[src/design/sadm_pkg.sv]
// ----------------------------------------------------------------------------
// sadm_pkg
// Shared constants, control types and helpers for the arcade drive mixer.
// ----------------------------------------------------------------------------
package sadm_pkg;

   localparam int SADM_HISTORY_LIMIT = 25;
   localparam int SAMPLE_W           = 16;
   localparam int DEADBAND_W         = 15;
   localparam int MIX_W              = 17;

   localparam logic [DEADBAND_W-1:0] DEADBAND_RESET = 15'd1311;

   // request codes
   localparam logic CMD_TELEOP  = 1'b0;
   localparam logic CMD_DISABLE = 1'b1;

   // edge count codes
   localparam logic [1:0] MODE_DIRECT = 2'd0;
   localparam logic [1:0] MODE_MEAN   = 2'd2;
   localparam logic [1:0] VALVE_OPEN  = 2'd0;
   localparam logic [1:0] VALVE_CLOSE = 2'd2;

   localparam logic [SAMPLE_W-1:0] SQ_MAX = 16'd32767;

   typedef struct packed {
      logic load;     // take the request, push history, step buttons
      logic clear;    // disabled tick: empty the history
      logic prep;     // drop oldest, start mean, steering deadband
      logic sq_ang;   // square steering
      logic sq_pow;   // square throttle
      logic mix;      // load result registers
   } ctrl_cmd_type;

   typedef struct packed {
      logic mean_mode;
      logic div_busy;
   } ctrl_stat_type;

   function automatic logic signed [MIX_W-1:0] smax(input logic signed [MIX_W-1:0] a,
                                                   input logic signed [MIX_W-1:0] b);
      return (a > b) ? a : b;
   endfunction

endpackage

[src/design/sadm_div.sv]
// ----------------------------------------------------------------------------
// sadm_div
// Restoring divider for the history mean, one quotient bit per cycle.
// ----------------------------------------------------------------------------
module sadm_div import sadm_pkg::*; #(
   parameter int TW = 21,
   parameter int FW = 5
) (
   input  logic                       clock,
   input  logic                       reset,
   input  logic                       start,
   input  logic signed [TW-1:0]       dividend,
   input  logic [FW-1:0]              divisor,
   output logic                       busy,
   output logic signed [SAMPLE_W-1:0] quotient
);

   localparam int CW = $clog2(TW + 1);

   logic [CW-1:0]  cnt_ff, cnt_in;
   logic [TW-1:0]  quo_ff, quo_in;
   logic [FW-1:0]  rem_ff, rem_in;
   logic [FW-1:0]  dsr_ff, dsr_in;
   logic           neg_ff, neg_in;
   logic [FW:0]    trial;
   logic [TW-1:0]  mag;

   assign mag   = dividend[TW-1] ? TW'(-dividend) : TW'(dividend);
   assign trial = {rem_ff, quo_ff[TW-1]};

   always_comb begin
      cnt_in = cnt_ff;
      quo_in = quo_ff;
      rem_in = rem_ff;
      dsr_in = dsr_ff;
      neg_in = neg_ff;
      if (start) begin
         cnt_in = CW'(TW);
         quo_in = mag;
         rem_in = '0;
         dsr_in = divisor;
         neg_in = dividend[TW-1];
      end else if (cnt_ff != '0) begin
         cnt_in = cnt_ff - 1'b1;
         if (trial >= {1'b0, dsr_ff}) begin
            rem_in = FW'(trial - {1'b0, dsr_ff});
            quo_in = {quo_ff[TW-2:0], 1'b1};
         end else begin
            rem_in = trial[FW-1:0];
            quo_in = {quo_ff[TW-2:0], 1'b0};
         end
      end
   end

   always_ff @(posedge clock) begin
      if (reset) begin
         cnt_ff <= '0;
      end else begin
         cnt_ff <= cnt_in;
      end
      quo_ff <= quo_in;
      rem_ff <= rem_in;
      dsr_ff <= dsr_in;
      neg_ff <= neg_in;
   end

   assign busy     = (cnt_ff != '0);
   // mean magnitude never exceeds 32768, so the low bits hold it exactly
   assign quotient = neg_ff ? SAMPLE_W'(-quo_ff[SAMPLE_W-1:0]) : quo_ff[SAMPLE_W-1:0];

endmodule

[src/design/sadm_datapath.sv]
// ----------------------------------------------------------------------------
// sadm_datapath
// History ring, button edge counters, squaring, mixing and result registers.
// ----------------------------------------------------------------------------
module sadm_datapath import sadm_pkg::*; #(
   parameter int HISTORY_LIMIT = SADM_HISTORY_LIMIT
) (
   input  logic                         clock,
   input  logic                         reset,
   input  ctrl_cmd_type                 cmd,
   output ctrl_stat_type                stat,
   input  logic signed [SAMPLE_W-1:0]   req_throttle_sample,
   input  logic signed [SAMPLE_W-1:0]   req_steer_sample,
   input  logic                         req_button_a,
   input  logic                         req_button_b,
   input  logic                         csr_we,
   input  logic [DEADBAND_W-1:0]        csr_steer_deadband,
   output logic signed [SAMPLE_W-1:0]   rsp_left_drive,
   output logic signed [SAMPLE_W-1:0]   rsp_right_drive,
   output logic                         rsp_valve_on
);

   localparam int DEPTH = HISTORY_LIMIT + 1;
   localparam int IW    = $clog2(DEPTH);
   localparam int FW    = $clog2(DEPTH + 1);
   localparam int TW    = $clog2(DEPTH) + SAMPLE_W;

   logic signed [SAMPLE_W-1:0] hist_mem [DEPTH];

   logic [DEADBAND_W-1:0]      deadband_ff;
   logic signed [SAMPLE_W-1:0] thr_ff, steer_ff, rd_ff, ang_ff, ang_in;
   logic [1:0]                 valve_cnt_ff, valve_cnt_in, mode_cnt_ff, mode_cnt_in;
   logic                       prev_a_ff, prev_b_ff, valve_ff, valve_in;
   logic [IW-1:0]              head_ff, head_in;
   logic [FW-1:0]              fill_ff;
   logic signed [TW-1:0]       total_ff;
   logic signed [MIX_W-1:0]    a_ff, t_ff, sq_res;
   logic signed [SAMPLE_W-1:0] left_ff, right_ff, left_in, right_in;
   logic                       valve_out_ff;

   logic                       div_start, div_busy;
   logic signed [SAMPLE_W-1:0] div_q, power, sq_src, ang_neg;
   logic [SAMPLE_W-1:0]        sq_mag, ang_mag;
   logic [2*SAMPLE_W-1:0]      prod;
   logic [SAMPLE_W:0]          prod_sh;
   logic [SAMPLE_W-1:0]        sq_sat;
   logic signed [MIX_W-1:0]    lo, ro, na, ro_neg;

   // ---- button edge counters ----
   always_comb begin
      valve_cnt_in = valve_cnt_ff + 2'((req_button_a != prev_a_ff) ? 1 : 0);
      mode_cnt_in  = mode_cnt_ff  + 2'((req_button_b != prev_b_ff) ? 1 : 0);
      valve_in     = valve_ff;
      if (valve_cnt_in == VALVE_OPEN) begin
         valve_in = 1'b1;
      end else if (valve_cnt_in == VALVE_CLOSE) begin
         valve_in = 1'b0;
      end
   end

   assign head_in = (head_ff == IW'(DEPTH - 1)) ? '0 : head_ff + 1'b1;

   // ---- steering: negate with saturation, then deadband ----
   always_comb begin
      ang_neg = (steer_ff == {1'b1, {(SAMPLE_W-1){1'b0}}}) ? SQ_MAX : SAMPLE_W'(-steer_ff);
      ang_mag = ang_neg[SAMPLE_W-1] ? SAMPLE_W'(-ang_neg) : ang_neg;
      ang_in  = (ang_mag < {1'b0, deadband_ff}) ? '0 : ang_neg;
   end

   assign div_start      = cmd.prep && (mode_cnt_ff == MODE_MEAN);
   assign stat.mean_mode = (mode_cnt_ff == MODE_MEAN);
   assign stat.div_busy  = div_busy;

   sadm_div #(.TW(TW), .FW(FW)) u_div (
      .clock    (clock),
      .reset    (reset),
      .start    (div_start),
      .dividend (total_ff),
      .divisor  (fill_ff),
      .busy     (div_busy),
      .quotient (div_q)
   );

   // ---- shared squarer ----
   always_comb begin
      case (mode_cnt_ff)
         MODE_DIRECT: power = thr_ff;
         MODE_MEAN:   power = div_q;
         default:     power = '0;
      endcase
      sq_src  = cmd.sq_ang ? ang_ff : power;
      sq_mag  = sq_src[SAMPLE_W-1] ? SAMPLE_W'(-sq_src) : sq_src;
      prod    = sq_mag * sq_mag;
      prod_sh = prod[2*SAMPLE_W-1:SAMPLE_W-1];
      sq_sat  = (prod_sh > {1'b0, SQ_MAX}) ? SQ_MAX : prod_sh[SAMPLE_W-1:0];
      sq_res  = sq_src[SAMPLE_W-1] ? -$signed({1'b0, sq_sat}) : $signed({1'b0, sq_sat});
   end

   // ---- arcade mixing ----
   always_comb begin
      na = -a_ff;
      if (t_ff > 0) begin
         if (na < 0) begin
            lo = t_ff + na;
            ro = smax(t_ff, -na);
         end else begin
            lo = smax(t_ff, na);
            ro = t_ff - na;
         end
      end else begin
         if (a_ff > 0) begin
            lo = -smax(-t_ff, a_ff);
            ro = t_ff + a_ff;
         end else begin
            lo = t_ff - a_ff;
            ro = -smax(-t_ff, -a_ff);
         end
      end
      ro_neg   = -ro;
      left_in  = lo[SAMPLE_W-1:0];
      right_in = ro_neg[SAMPLE_W-1:0];
   end

   always_ff @(posedge clock) begin
      if (cmd.load) begin
         hist_mem[head_ff] <= req_throttle_sample;
      end
      rd_ff <= hist_mem[head_in];
   end

   always_ff @(posedge clock) begin
      if (reset) begin
         deadband_ff  <= DEADBAND_RESET;
         valve_cnt_ff <= '0;
         mode_cnt_ff  <= '0;
         prev_a_ff    <= 1'b0;
         prev_b_ff    <= 1'b0;
         valve_ff     <= 1'b0;
         head_ff      <= '0;
         fill_ff      <= '0;
         total_ff     <= '0;
      end else begin
         if (csr_we) begin
            deadband_ff <= csr_steer_deadband;
         end
         if (cmd.clear) begin
            head_ff  <= '0;
            fill_ff  <= '0;
            total_ff <= '0;
         end else if (cmd.load) begin
            valve_cnt_ff <= valve_cnt_in;
            mode_cnt_ff  <= mode_cnt_in;
            prev_a_ff    <= req_button_a;
            prev_b_ff    <= req_button_b;
            valve_ff     <= valve_in;
            head_ff      <= head_in;
            fill_ff      <= fill_ff + 1'b1;
            total_ff     <= total_ff + {{(TW-SAMPLE_W){req_throttle_sample[SAMPLE_W-1]}},
                                        req_throttle_sample};
         end else if (cmd.prep && (fill_ff == FW'(DEPTH))) begin
            // ring full: oldest entry sits at the next write slot
            fill_ff  <= fill_ff - 1'b1;
            total_ff <= total_ff - {{(TW-SAMPLE_W){rd_ff[SAMPLE_W-1]}}, rd_ff};
         end
      end
   end

   always_ff @(posedge clock) begin
      if (cmd.load) begin
         thr_ff   <= req_throttle_sample;
         steer_ff <= req_steer_sample;
      end
      if (cmd.prep) begin
         ang_ff <= ang_in;
      end
      if (cmd.sq_ang) begin
         a_ff <= sq_res;
      end
      if (cmd.sq_pow) begin
         t_ff <= sq_res;
      end
      if (cmd.mix) begin
         left_ff      <= left_in;
         right_ff     <= right_in;
         valve_out_ff <= valve_ff;
      end
   end

   assign rsp_left_drive  = left_ff;
   assign rsp_right_drive = right_ff;
   assign rsp_valve_on    = valve_out_ff;

endmodule

[src/design/sadm_ctrl.sv]
// ----------------------------------------------------------------------------
// sadm_ctrl
// Sequencer: steps one request through the datapath, owns the handshakes.
// ----------------------------------------------------------------------------
module sadm_ctrl import sadm_pkg::*; (
   input  logic          clock,
   input  logic          reset,
   input  logic          req_valid,
   output logic          req_ready,
   input  logic          req_cmd,
   output logic          rsp_valid,
   input  logic          rsp_ready,
   output ctrl_cmd_type  cmd,
   input  ctrl_stat_type stat
);

   typedef enum logic [2:0] {
      S_IDLE,
      S_PREP,
      S_DIV,
      S_SQA,
      S_SQT,
      S_MIX
   } state_type;

   state_type state_ff, state_in;
   logic      rsp_valid_ff, rsp_valid_in;
   logic      accept, out_free;

   assign req_ready = (state_ff == S_IDLE);
   assign accept    = req_valid && req_ready;
   assign out_free  = !rsp_valid_ff || rsp_ready;

   always_comb begin
      state_in     = state_ff;
      rsp_valid_in = rsp_valid_ff && !rsp_ready;
      cmd          = '0;
      case (state_ff)
         S_IDLE: begin
            if (accept) begin
               if (req_cmd == CMD_DISABLE) begin
                  cmd.clear = 1'b1;
               end else begin
                  cmd.load = 1'b1;
                  state_in = S_PREP;
               end
            end
         end
         S_PREP: begin
            cmd.prep = 1'b1;
            state_in = stat.mean_mode ? S_DIV : S_SQA;
         end
         S_DIV: begin
            if (!stat.div_busy) begin
               state_in = S_SQA;
            end
         end
         S_SQA: begin
            cmd.sq_ang = 1'b1;
            state_in   = S_SQT;
         end
         S_SQT: begin
            cmd.sq_pow = 1'b1;
            state_in   = S_MIX;
         end
         S_MIX: begin
            if (out_free) begin
               cmd.mix      = 1'b1;
               rsp_valid_in = 1'b1;
               state_in     = S_IDLE;
            end
         end
         default: begin
            state_in = S_IDLE;
         end
      endcase
   end

   always_ff @(posedge clock) begin
      if (reset) begin
         state_ff     <= S_IDLE;
         rsp_valid_ff <= 1'b0;
      end else begin
         state_ff     <= state_in;
         rsp_valid_ff <= rsp_valid_in;
      end
   end

   assign rsp_valid = rsp_valid_ff;

endmodule

[src/design/smoothed_arcade_drive_mixer.sv]
// ----------------------------------------------------------------------------
// smoothed_arcade_drive_mixer
// Arcade drive mixer with squared inputs, throttle smoothing and valve toggle.
// ----------------------------------------------------------------------------
// Usage:
//  - req_* carries one request per control tick: cmd, throttle and steering
//    samples (Q1.15) and two button levels. cmd = disabled empties the
//    throttle history in the cycle it is taken and gives no response.
//  - rsp_* returns one response per teleop request: left and right drive
//    (right already negated) and the valve level.
//  - csr_* writes the steering deadband; always ready, write only when idle.
// Timing and flow:
//  - rsp_valid rises once a teleop request has stepped through prep, the
//    steering and throttle squaring and the mix; in mean mode the history
//    divider runs after prep, one quotient bit per cycle over the TW-bit total.
//  - One request at a time: req_ready is high again the cycle after the
//    response is loaded.
//  - The response register parts the two sides, so a new request is taken
//    while an old response waits; a stalled receiver only holds the next
//    response in the final step until the register frees.
// Reset: counters, button history, valve and history fill clear; deadband
//  returns to 1311. History storage is not cleared (only written slots read).
// ----------------------------------------------------------------------------
module smoothed_arcade_drive_mixer import sadm_pkg::*; #(
   parameter int HISTORY_LIMIT = SADM_HISTORY_LIMIT
) (
   input  logic                        clock,
   input  logic                        reset,
   // request channel
   input  logic                        req_valid,
   output logic                        req_ready,
   input  logic                        req_cmd,
   input  logic signed [SAMPLE_W-1:0]  req_throttle_sample,
   input  logic signed [SAMPLE_W-1:0]  req_steer_sample,
   input  logic                        req_button_a,
   input  logic                        req_button_b,
   // response channel
   output logic                        rsp_valid,
   input  logic                        rsp_ready,
   output logic signed [SAMPLE_W-1:0]  rsp_left_drive,
   output logic signed [SAMPLE_W-1:0]  rsp_right_drive,
   output logic                        rsp_valve_on,
   // deadband register write
   input  logic                        csr_valid,
   output logic                        csr_ready,
   input  logic [DEADBAND_W-1:0]       csr_steer_deadband
);

   ctrl_cmd_type  cmd;
   ctrl_stat_type stat;

   // register write never stalls
   assign csr_ready = 1'b1;

   // sequencer: handshakes and step order
   sadm_ctrl u_ctrl (
      .clock     (clock),
      .reset     (reset),
      .req_valid (req_valid),
      .req_ready (req_ready),
      .req_cmd   (req_cmd),
      .rsp_valid (rsp_valid),
      .rsp_ready (rsp_ready),
      .cmd       (cmd),
      .stat      (stat)
   );

   // datapath: history ring, mean divider, squarer, mixer
   sadm_datapath #(.HISTORY_LIMIT(HISTORY_LIMIT)) u_datapath (
      .clock               (clock),
      .reset               (reset),
      .cmd                 (cmd),
      .stat                (stat),
      .req_throttle_sample (req_throttle_sample),
      .req_steer_sample    (req_steer_sample),
      .req_button_a        (req_button_a),
      .req_button_b        (req_button_b),
      .csr_we              (csr_valid && csr_ready),
      .csr_steer_deadband  (csr_steer_deadband),
      .rsp_left_drive      (rsp_left_drive),
      .rsp_right_drive     (rsp_right_drive),
      .rsp_valve_on        (rsp_valve_on)
   );

endmodule

[config.mk]
export PLATFORM = sky130hd
export DESIGN_NAME = smoothed_arcade_drive_mixer
export DESIGN_NICKNAME = d
export VERILOG_FILES = /design/src/design/sadm_pkg.sv /design/src/design/sadm_div.sv /design/src/design/sadm_datapath.sv /design/src/design/sadm_ctrl.sv /design/src/design/smoothed_arcade_drive_mixer.sv
export SDC_FILE = /design/constraint.sdc
export NUM_CORES = 2
export LEC_CHECK = 0
export ABC_CLOCK_PERIOD_IN_PS = 17100
export BUFFER_PORTS_ARGS = -buffer_cell sky130_fd_sc_hd__buf_2
export CAP_MARGIN = 5
export CELL_PAD_IN_SITES_DETAIL_PLACEMENT = 1
export CELL_PAD_IN_SITES_GLOBAL_PLACEMENT = 1
export CORE_ASPECT_RATIO = 1.2
export CORE_MARGIN = 3
export CORE_UTILIZATION = 55
export CTS_CLUSTER_DIAMETER = 60
export DETAILED_ROUTE_END_ITERATION = 8
export GPL_TIMING_DRIVEN = 0
export PLACE_DENSITY_LB_ADDON = 0.1
export SLEW_MARGIN = 40
export SYNTH_ARGS = -nofsm -noshare
export SYNTH_HDL_FRONTEND = slang
export SYNTH_SLANG_ARGS = --single-unit
[constraint.sdc]
create_clock -name clock -period 17.1 [get_ports clock]
set_input_delay 3.42 -clock clock [delete_from_list [all_inputs] [get_ports clock]]
set_output_delay 3.42 -clock clock [all_outputs]
set_load 0.01 [all_outputs]
# Yosys cells after proc, flatten, opt, wreduce, memory -nomap -nowiden

Memory sizes are Yosys's and may differ from the RTL's. A register that Yosys moved wholly into a read port is not among the register bits.
Cells that the tools add are included.

Add/sub/neg operators: 25
$mul: 1
Eq/ne operators: 16
Muxes and demuxes: 53
Bitwise logic cells: 1
$lt $le $gt $ge: 10
Reduce and logical (&&, ||, !) cells: 19

Operators by type and width:

| kind                                                 | count |
|---|---|
| 2-to-1 mux 16 bit                                    | 16 |
| negation 16 bit                                      | 7 |
| 2-to-1 mux 21 bit                                    | 5 |
| > comparator 17 bit                                  | 4 |
| negation 17 bit                                      | 3 |
| > comparator 17 x 1 -> 1 bit, second input constant  | 2 |
| adder 16 bit                                         | 2 |
| multiplier 16 x 16 -> 32 bit                         | 1 |
| one-hot mux 16 bit (2 select lines)                  | 1 |
| subtractor 16 bit                                    | 2 |
| 2-to-1 mux 5 bit                                     | 6 |
| adder 21 bit                                         | 1 |
| negation 21 bit                                      | 1 |
| subtractor 21 bit                                    | 1 |
| one-hot mux 3 bit (6 select lines)                   | 1 |
| > comparator 17 x 15 -> 1 bit, second input constant | 1 |
| < comparator 17 x 1 -> 1 bit, second input constant  | 1 |
| 2-to-1 mux 1 bit                                     | 17 |
| 2-to-1 mux 17 bit                                    | 1 |
| negation 16 -> 17 bit                                | 1 |
| == test 16 bit, second input constant                | 1 |
| < comparator 16 x 15 -> 1 bit                        | 1 |
| 2-to-1 mux 3 bit                                     | 4 |
| adder 5 x 1 -> 5 bit, second input constant          | 2 |
| 25 further kinds                                     | 43 |

Input port bits: 55
Logic and storage cells: 151
Output and inout port bits: 36
Bits in writable memories: 416
Memories kept: 1
Register bits after elaboration: 209

Memories:

| name                | words | width | read ports | clocked after Yosys merged registers in | write ports | RTL line            | text |
|---|---|---|---|---|---|---|---|
| u_datapath.hist_mem | 26    | 16    | 1          | 1                                       | 1           | sadm_datapath.sv:28 | `logic signed [SAMPLE_W-1:0] hist_mem [DEPTH];` |

# Longest topological paths before layout

Depth after elaboration: 11
Mapped depth: 49
Depth with buffers taken out: 41

# By module

Synthesis repeated with hierarchy kept, for this count alone.

Cells, all modules: 4222
Area total of the unflattened synthesis: 43168.9 µm²

By module, submodules not included:

| module                      | instances | area an instance (µm²) | seq. area each (µm²) | cells an instance |
|---|---|---|---|---|
| sadm_datapath               | 1         | 40289.9                | 17326.6              | 3893 |
| sadm_div                    | 1         | 2611.3                 | 1011.0               | 295 |
| sadm_ctrl                   | 1         | 256.5                  | 80.1                 | 32 |
| smoothed_arcade_drive_mixer | 1         | 11.3                   | 0.0                  | 2 |

# Worst setup path after synthesis

OpenSTA, ideal clock, no wires.

Kind: register to register
Start point: register u_ctrl.state_ff[1]
End point: register u_datapath.a_ff[12], data pin
Setup time: 276 ps
Arrival time: 11409 ps
Setup slack: 5415 ps
Stages on the path, launching flop included: 48
Required time: 16824 ps
Buffers on the path: 9
Period minus slack after synthesis: 11685 ps
Cells stage by stage: dfxtp_1 buf_2 nand3b_1 inv_2 buf_1 clkbuf_1 nor3_1 a21o_1 inv_1 clkbuf_1 ha_1 clkbuf_1 nand2_1 or2_2 or2_2 nor3_1 nor2_1 xor2_1 [... 12 more ...] clkbuf_1 nor2b_1 o21ai_0 nand2b_1 a221o_1 a21oi_1 o21ai_0 a21oi_1 o21ai_0 mux2_4 buf_2 clkbuf_1 nor2_1 ha_1 o2111ai_1 o41ai_4 and4b_1 a211oi_2

Word-level cells in the longest chain between the ends: 10

RTL lines:

| item                            | RTL line             | text |
|---|---|---|
| from (decl)                     | sadm_ctrl.sv:26      | `state_type state_ff, state_in;` |
| from (signal assigned)          | sadm_ctrl.sv:84      | `state_ff <= state_in;` |
| == test 3 x 2 -> 1 bit *        | sadm_ctrl.sv:38      | `case (state_ff)` |
| 2-to-1 mux 1 bit *              | sadm_ctrl.sv:38      |  |
| 2-to-1 mux 16 bit *             | sadm_datapath.sv:91  | `sq_src = cmd.sq_ang ? ang_ff : power;` |
| negation 16 bit                 | sadm_datapath.sv:92  | `sq_mag = sq_src[SAMPLE_W-1] ? SAMPLE_W'(-sq_src) : sq_src;` |
| 2-to-1 mux 16 bit               | sadm_datapath.sv:92  |  |
| multiplier 16 x 16 -> 32 bit    | sadm_datapath.sv:93  | `prod = sq_mag * sq_mag;` |
| > comparator 17 x 15 -> 1 bit   | sadm_datapath.sv:95  | `sq_sat = (prod_sh > {1'b0, SQ_MAX}) ? SQ_MAX : prod_sh[SAMPLE_W-1:0];` |
| 2-to-1 mux 16 bit               | sadm_datapath.sv:95  |  |
| negation 16 -> 17 bit           | sadm_datapath.sv:96  | `sq_res = sq_src[SAMPLE_W-1] ? -$signed({1'b0, sq_sat}) : $signed({1'b0, sq_sat});` |
| 2-to-1 mux 17 bit *             | sadm_datapath.sv:96  |  |
| named net u_datapath.sq_res[12] | sadm_datapath.sv:37  | `logic signed [MIX_W-1:0] a_ff, t_ff, sq_res;` |
| to (signal assigned)            | sadm_datapath.sv:177 | `a_ff <= sq_res;` |
| to (decl)                       | sadm_datapath.sv:37  |  |

Mark *: on every way through the listed nets, which the timed path passes. The rest lies on a longest branch.
A chain may end at the register's enable or synchronous reset.

# Worst setup path in the final report

Start point: register u_datapath.mode_cnt_ff[1]
End point: register u_datapath.t_ff[14], data pin

Word-level cells in the longest chain between the ends: 10
Elaborated cells between the ends (all ways): 11
Classes of those cells: add/sub: 2; mul: 1; order compare: 1; eq/ne: 1; mux: 5; reduce/logical: 1

RTL lines:

| item                                                    | RTL line             | text |
|---|---|---|
| from (decl)                                             | sadm_datapath.sv:32  | `logic [1:0] valve_cnt_ff, valve_cnt_in, mode_cnt_ff, mode_cnt_in;` |
| from (signal assigned)                                  | sadm_datapath.sv:152 | `mode_cnt_ff <= mode_cnt_in;` |
| == test 2 bit / zero test 2 bit (equally long branches) | sadm_datapath.sv:86  | `case (mode_cnt_ff)` |
| one-hot mux 16 bit (2 select lines) *                   | sadm_datapath.sv:86  |  |
| 2-to-1 mux 16 bit *                                     | sadm_datapath.sv:91  |  |
| negation 16 bit                                         | sadm_datapath.sv:92  |  |
| 2-to-1 mux 16 bit                                       | sadm_datapath.sv:92  |  |
| multiplier 16 x 16 -> 32 bit                            | sadm_datapath.sv:93  |  |
| > comparator 17 x 15 -> 1 bit                           | sadm_datapath.sv:95  |  |
| 2-to-1 mux 16 bit                                       | sadm_datapath.sv:95  |  |
| negation 16 -> 17 bit                                   | sadm_datapath.sv:96  |  |
| 2-to-1 mux 17 bit *                                     | sadm_datapath.sv:96  |  |
| named net u_datapath.sq_res[14]                         | sadm_datapath.sv:37  |  |
| to (signal assigned)                                    | sadm_datapath.sv:180 | `t_ff <= sq_res;` |
| to (decl)                                               | sadm_datapath.sv:37  |  |

Marked as above.

==> reports/summary.txt <==
clk_lat worst skew -> 640 ps
Top FF cell, synth -> edfxtp_1
CTS H-tree lvls -> 3
cts bufs inserted -> 70
Core ar. -> 0.0757 mm^2
# setup viols final -> 0
row cnt -> 110
arrival time worst endpoint -> 14,800 ps
cell mode on critical path -> fa_1
reg2reg setup slack -> 2660 ps
Hold Vio Cnt, Final -> 0
Fmax -> 69.3 MHz
setup bufs post-CTS -> 0
Slew @ Worst Pin -> 893 ps
Area growth, synth to finish -> 10.9%
die height -> 310 um
CTS root buf -> clkbuf_16
design area -> 0.0471 mm^2
Worst setup EP type -> flop
met2 usage in global routing -> 65.7%
clock-pin transition on the worst setup and hold timing paths -> 60 ps
initial core utilization -> 56.1%
GR peak layer -> met2
final wirelength -> 148,000 um
initial antenna violation count -> 6
gr ovfl total -> 0
DP Wirelength -> 110,000 um
# resized after CTS -> 0
CP max stage delay -> 650 ps
net count reported at finish -> 4,869
Synth Cell Area -> 0.0424 mm^2
drc violations -> 0
# Max-Cap Violations -> 0
Filler Cells Inserted -> 8,290
CTS tree -> built
RePlAce Congestion -> 1.04
setup TNS -> 0 ps
crit path kind -> reg2reg
Pins Over Slew Limit -> 0
RSZ-0062 raised after global routing -> false
hold crit path type -> reg2reg
Post-DRT Antenna Nets -> 0
met3 usage -> 5.94%
Hold Slack -> 468 ps
crit path time final -> 14,440 ps
All-Layer GR Usage -> 36.8%
first-pass GRT wire length -> 223,000 um
CTS Hold Bufs -> 0
FF+latch count, synth -> 641
vias per cell -> 6.37
synth warn -> 0
outcome -> complete, no violations
asr flop ratio synth -> 0%
Slowest-stage cell, CP -> fa_1
Max-slew headroom -> 40.5%
clock buffer depth -> 3
Synth cell types -> 96
Worst Clk Skew -> 33.0 ps
vias -> 34,700
Avg WL per Cell -> 27.2 um
sequential fraction of the synthesis area -> 43.4%
GR Util met1 -> 41.5%
largest net degree at the start of global routing -> 33
TritonRoute pass-1 iters -> 5
die area -> 0.0805 mm^2
drt initial violations -> 2,925
layout cells sized above 1 -> 7.40%
input/output buffers -> 88
final worst path period share -> 84.4%
CP required -> 17,460 ps
Syn Area/Cell -> 10.1 um^2
number of flops mapped to enable cells by yosys -> 558
type of origin of the critical path -> flop
Syn Inst Count -> 4,195
Placed Area -> 0.0446 mm^2
I/O pins -> 91
Max FO, Critical Path -> 10
Sink Count -> 641
vias in the first global route -> 37,000
Die W -> 260 um
## placed cells by master, fill, tap and decap left out, types with 22 or more instances in the layout
cell         n
nor3_1      75
mux2i_1     56
edfxtp_1   558
fa_1       170
o211ai_1    25
a211oi_1    35
nor2b_1     34
inv_1      366
xnor2_1    160
nand2b_1    25
a21oi_1    210
o31ai_1     24
o22ai_1     57
or3_1       41
nand2_1    555
nand3_1    127
clkbuf_16   72
a21o_1      54
o21ai_0    136
xor2_1      93
o221ai_1    68
nor2_1     268
o21bai_1    22
dfxtp_1     83
nor4_1      24
o311ai_0    23
nor2_4      26
ha_1       267
buf_2      101
nand4_1     26
a31oi_1     35
a311oi_1    50
clkbuf_1   180
## sequential cells by signal (all words and copies together) (netlist names), 3 cells and up
signal / cells
u_datapath.rd_ff: 16
u_datapath.a_ff: 17
u_datapath.u_div.quo_ff: 21
u_datapath.head_ff: 5
u_datapath.rsp_left_drive: 16
u_datapath.hist_mem: 416
u_datapath.total_ff: 21
u_datapath.steer_ff: 16
u_datapath.ang_ff: 16
u_datapath.thr_ff: 16
u_datapath.u_div.rem_ff: 5
u_datapath.deadband_ff: 15
u_ctrl.state_ff: 3
u_datapath.t_ff: 17
u_datapath.rsp_right_drive: 16
u_datapath.fill_ff: 5
u_datapath.u_div.cnt_ff: 5
u_datapath.u_div.dsr_ff: 5
## worst paths after layout
check,from,end,cells after the start
max,u_datapath.mode_cnt_ff[1],u_datapath.t_ff[14],46
min,u_datapath.valve_ff,u_datapath.rsp_valve_on,0
max reg2reg,u_datapath.mode_cnt_ff[1],u_datapath.t_ff[14],46
min reg2reg,u_datapath.valve_ff,u_datapath.rsp_valve_on,0
## per-stage QoR
step	setup WS (ps)	std cells	util [%]
2_1_floorplan	5420	4206	-
3_3_place_gp	2510	5302	58.4
3_5_place_dp	2850	5313	58.9
4_1_cts	2760	5442	62.0
5_1_grt	1950	5442	62.2
6_report	2660	5445	62.2
## critical path, delay by kind of cell, from the launching register on
kind	cells	cell delay, ps
AOI/OAI and AO/OA	9	2250
buffers and inverters	13	3450
adders and majority gates	9	4010
xor gates and xnor gates	1	430
and+or+nand+nor	12	2770
muxes	2	830
DFF	1	410
## synthesized netlist by cell type (36+ instances only)
cell type,n,area (um^2)
xnor2_1,162,1420
a21oi_1,211,1060
xor2_1,97,850
nand2_1,556,2090
or3_1,41,257
nand3_1,127,636
dfxtp_1,83,1660
o22ai_1,58,363
clkbuf_1,172,646
nor2_1,294,1100
edfxtp_1,558,16800
nor3_1,77,385
a311oi_1,50,438
o21ai_0,140,701
a31oi_1,36,225
a21o_1,54,405
o221ai_1,68,596
mux2i_1,56,561
a211oi_1,37,278
ha_1,267,3340
fa_1,170,3400
inv_1,366,1370
## cell families (layout without fill, tap and decap cells)
kind of cell / Yosys count / after routing / synth area share, %
muxes: 62 / 62 / 1.49
AOI/OAI and AO/OA: 904 / 904 / 14.6
xor gates and xnor gates: 260 / 260 / 5.38
buffers and inverters: 572 / 800 / 5.11
and+or+nand+nor: 1317 / 1317 / 14.1
other: 2 / 16 / 0.0177
adders and majority gates: 437 / 437 / 15.9
DFF: 641 / 641 / 43.4
## cell type report
| cell class | instances | area (um^2) | area share (%) |
|---|---|---|---|
| clock inverter | 38 | 430 | 0.915 |
| sequential | 641 | 18400 | 39.1 |
| tap | 1008 | 1260 | 2.68 |
| buffer | 200 | 782 | 1.66 |
| multi-input combinational | 2993 | 22300 | 47.3 |
| clock buffer | 91 | 1920 | 4.09 |
| antenna | 3 | 7.51 | 0.0160 |
| timing repair buffer | 99 | 586 | 1.24 |
| inverter | 372 | 1400 | 2.97 |
## metal layers
layer | vias to the layer above | part of all wire [%]
li1 | 15400 | -
met1 | 17300 | 36
met2 | 1484 | 51
met3 | 455 | 6.7
met4 | 4 | 6.6
met5 | - | 0.017
Power is left out: the tool's default activity adds up to more than one toggle a clock period on the data nets, which glitch-free logic cannot reach.
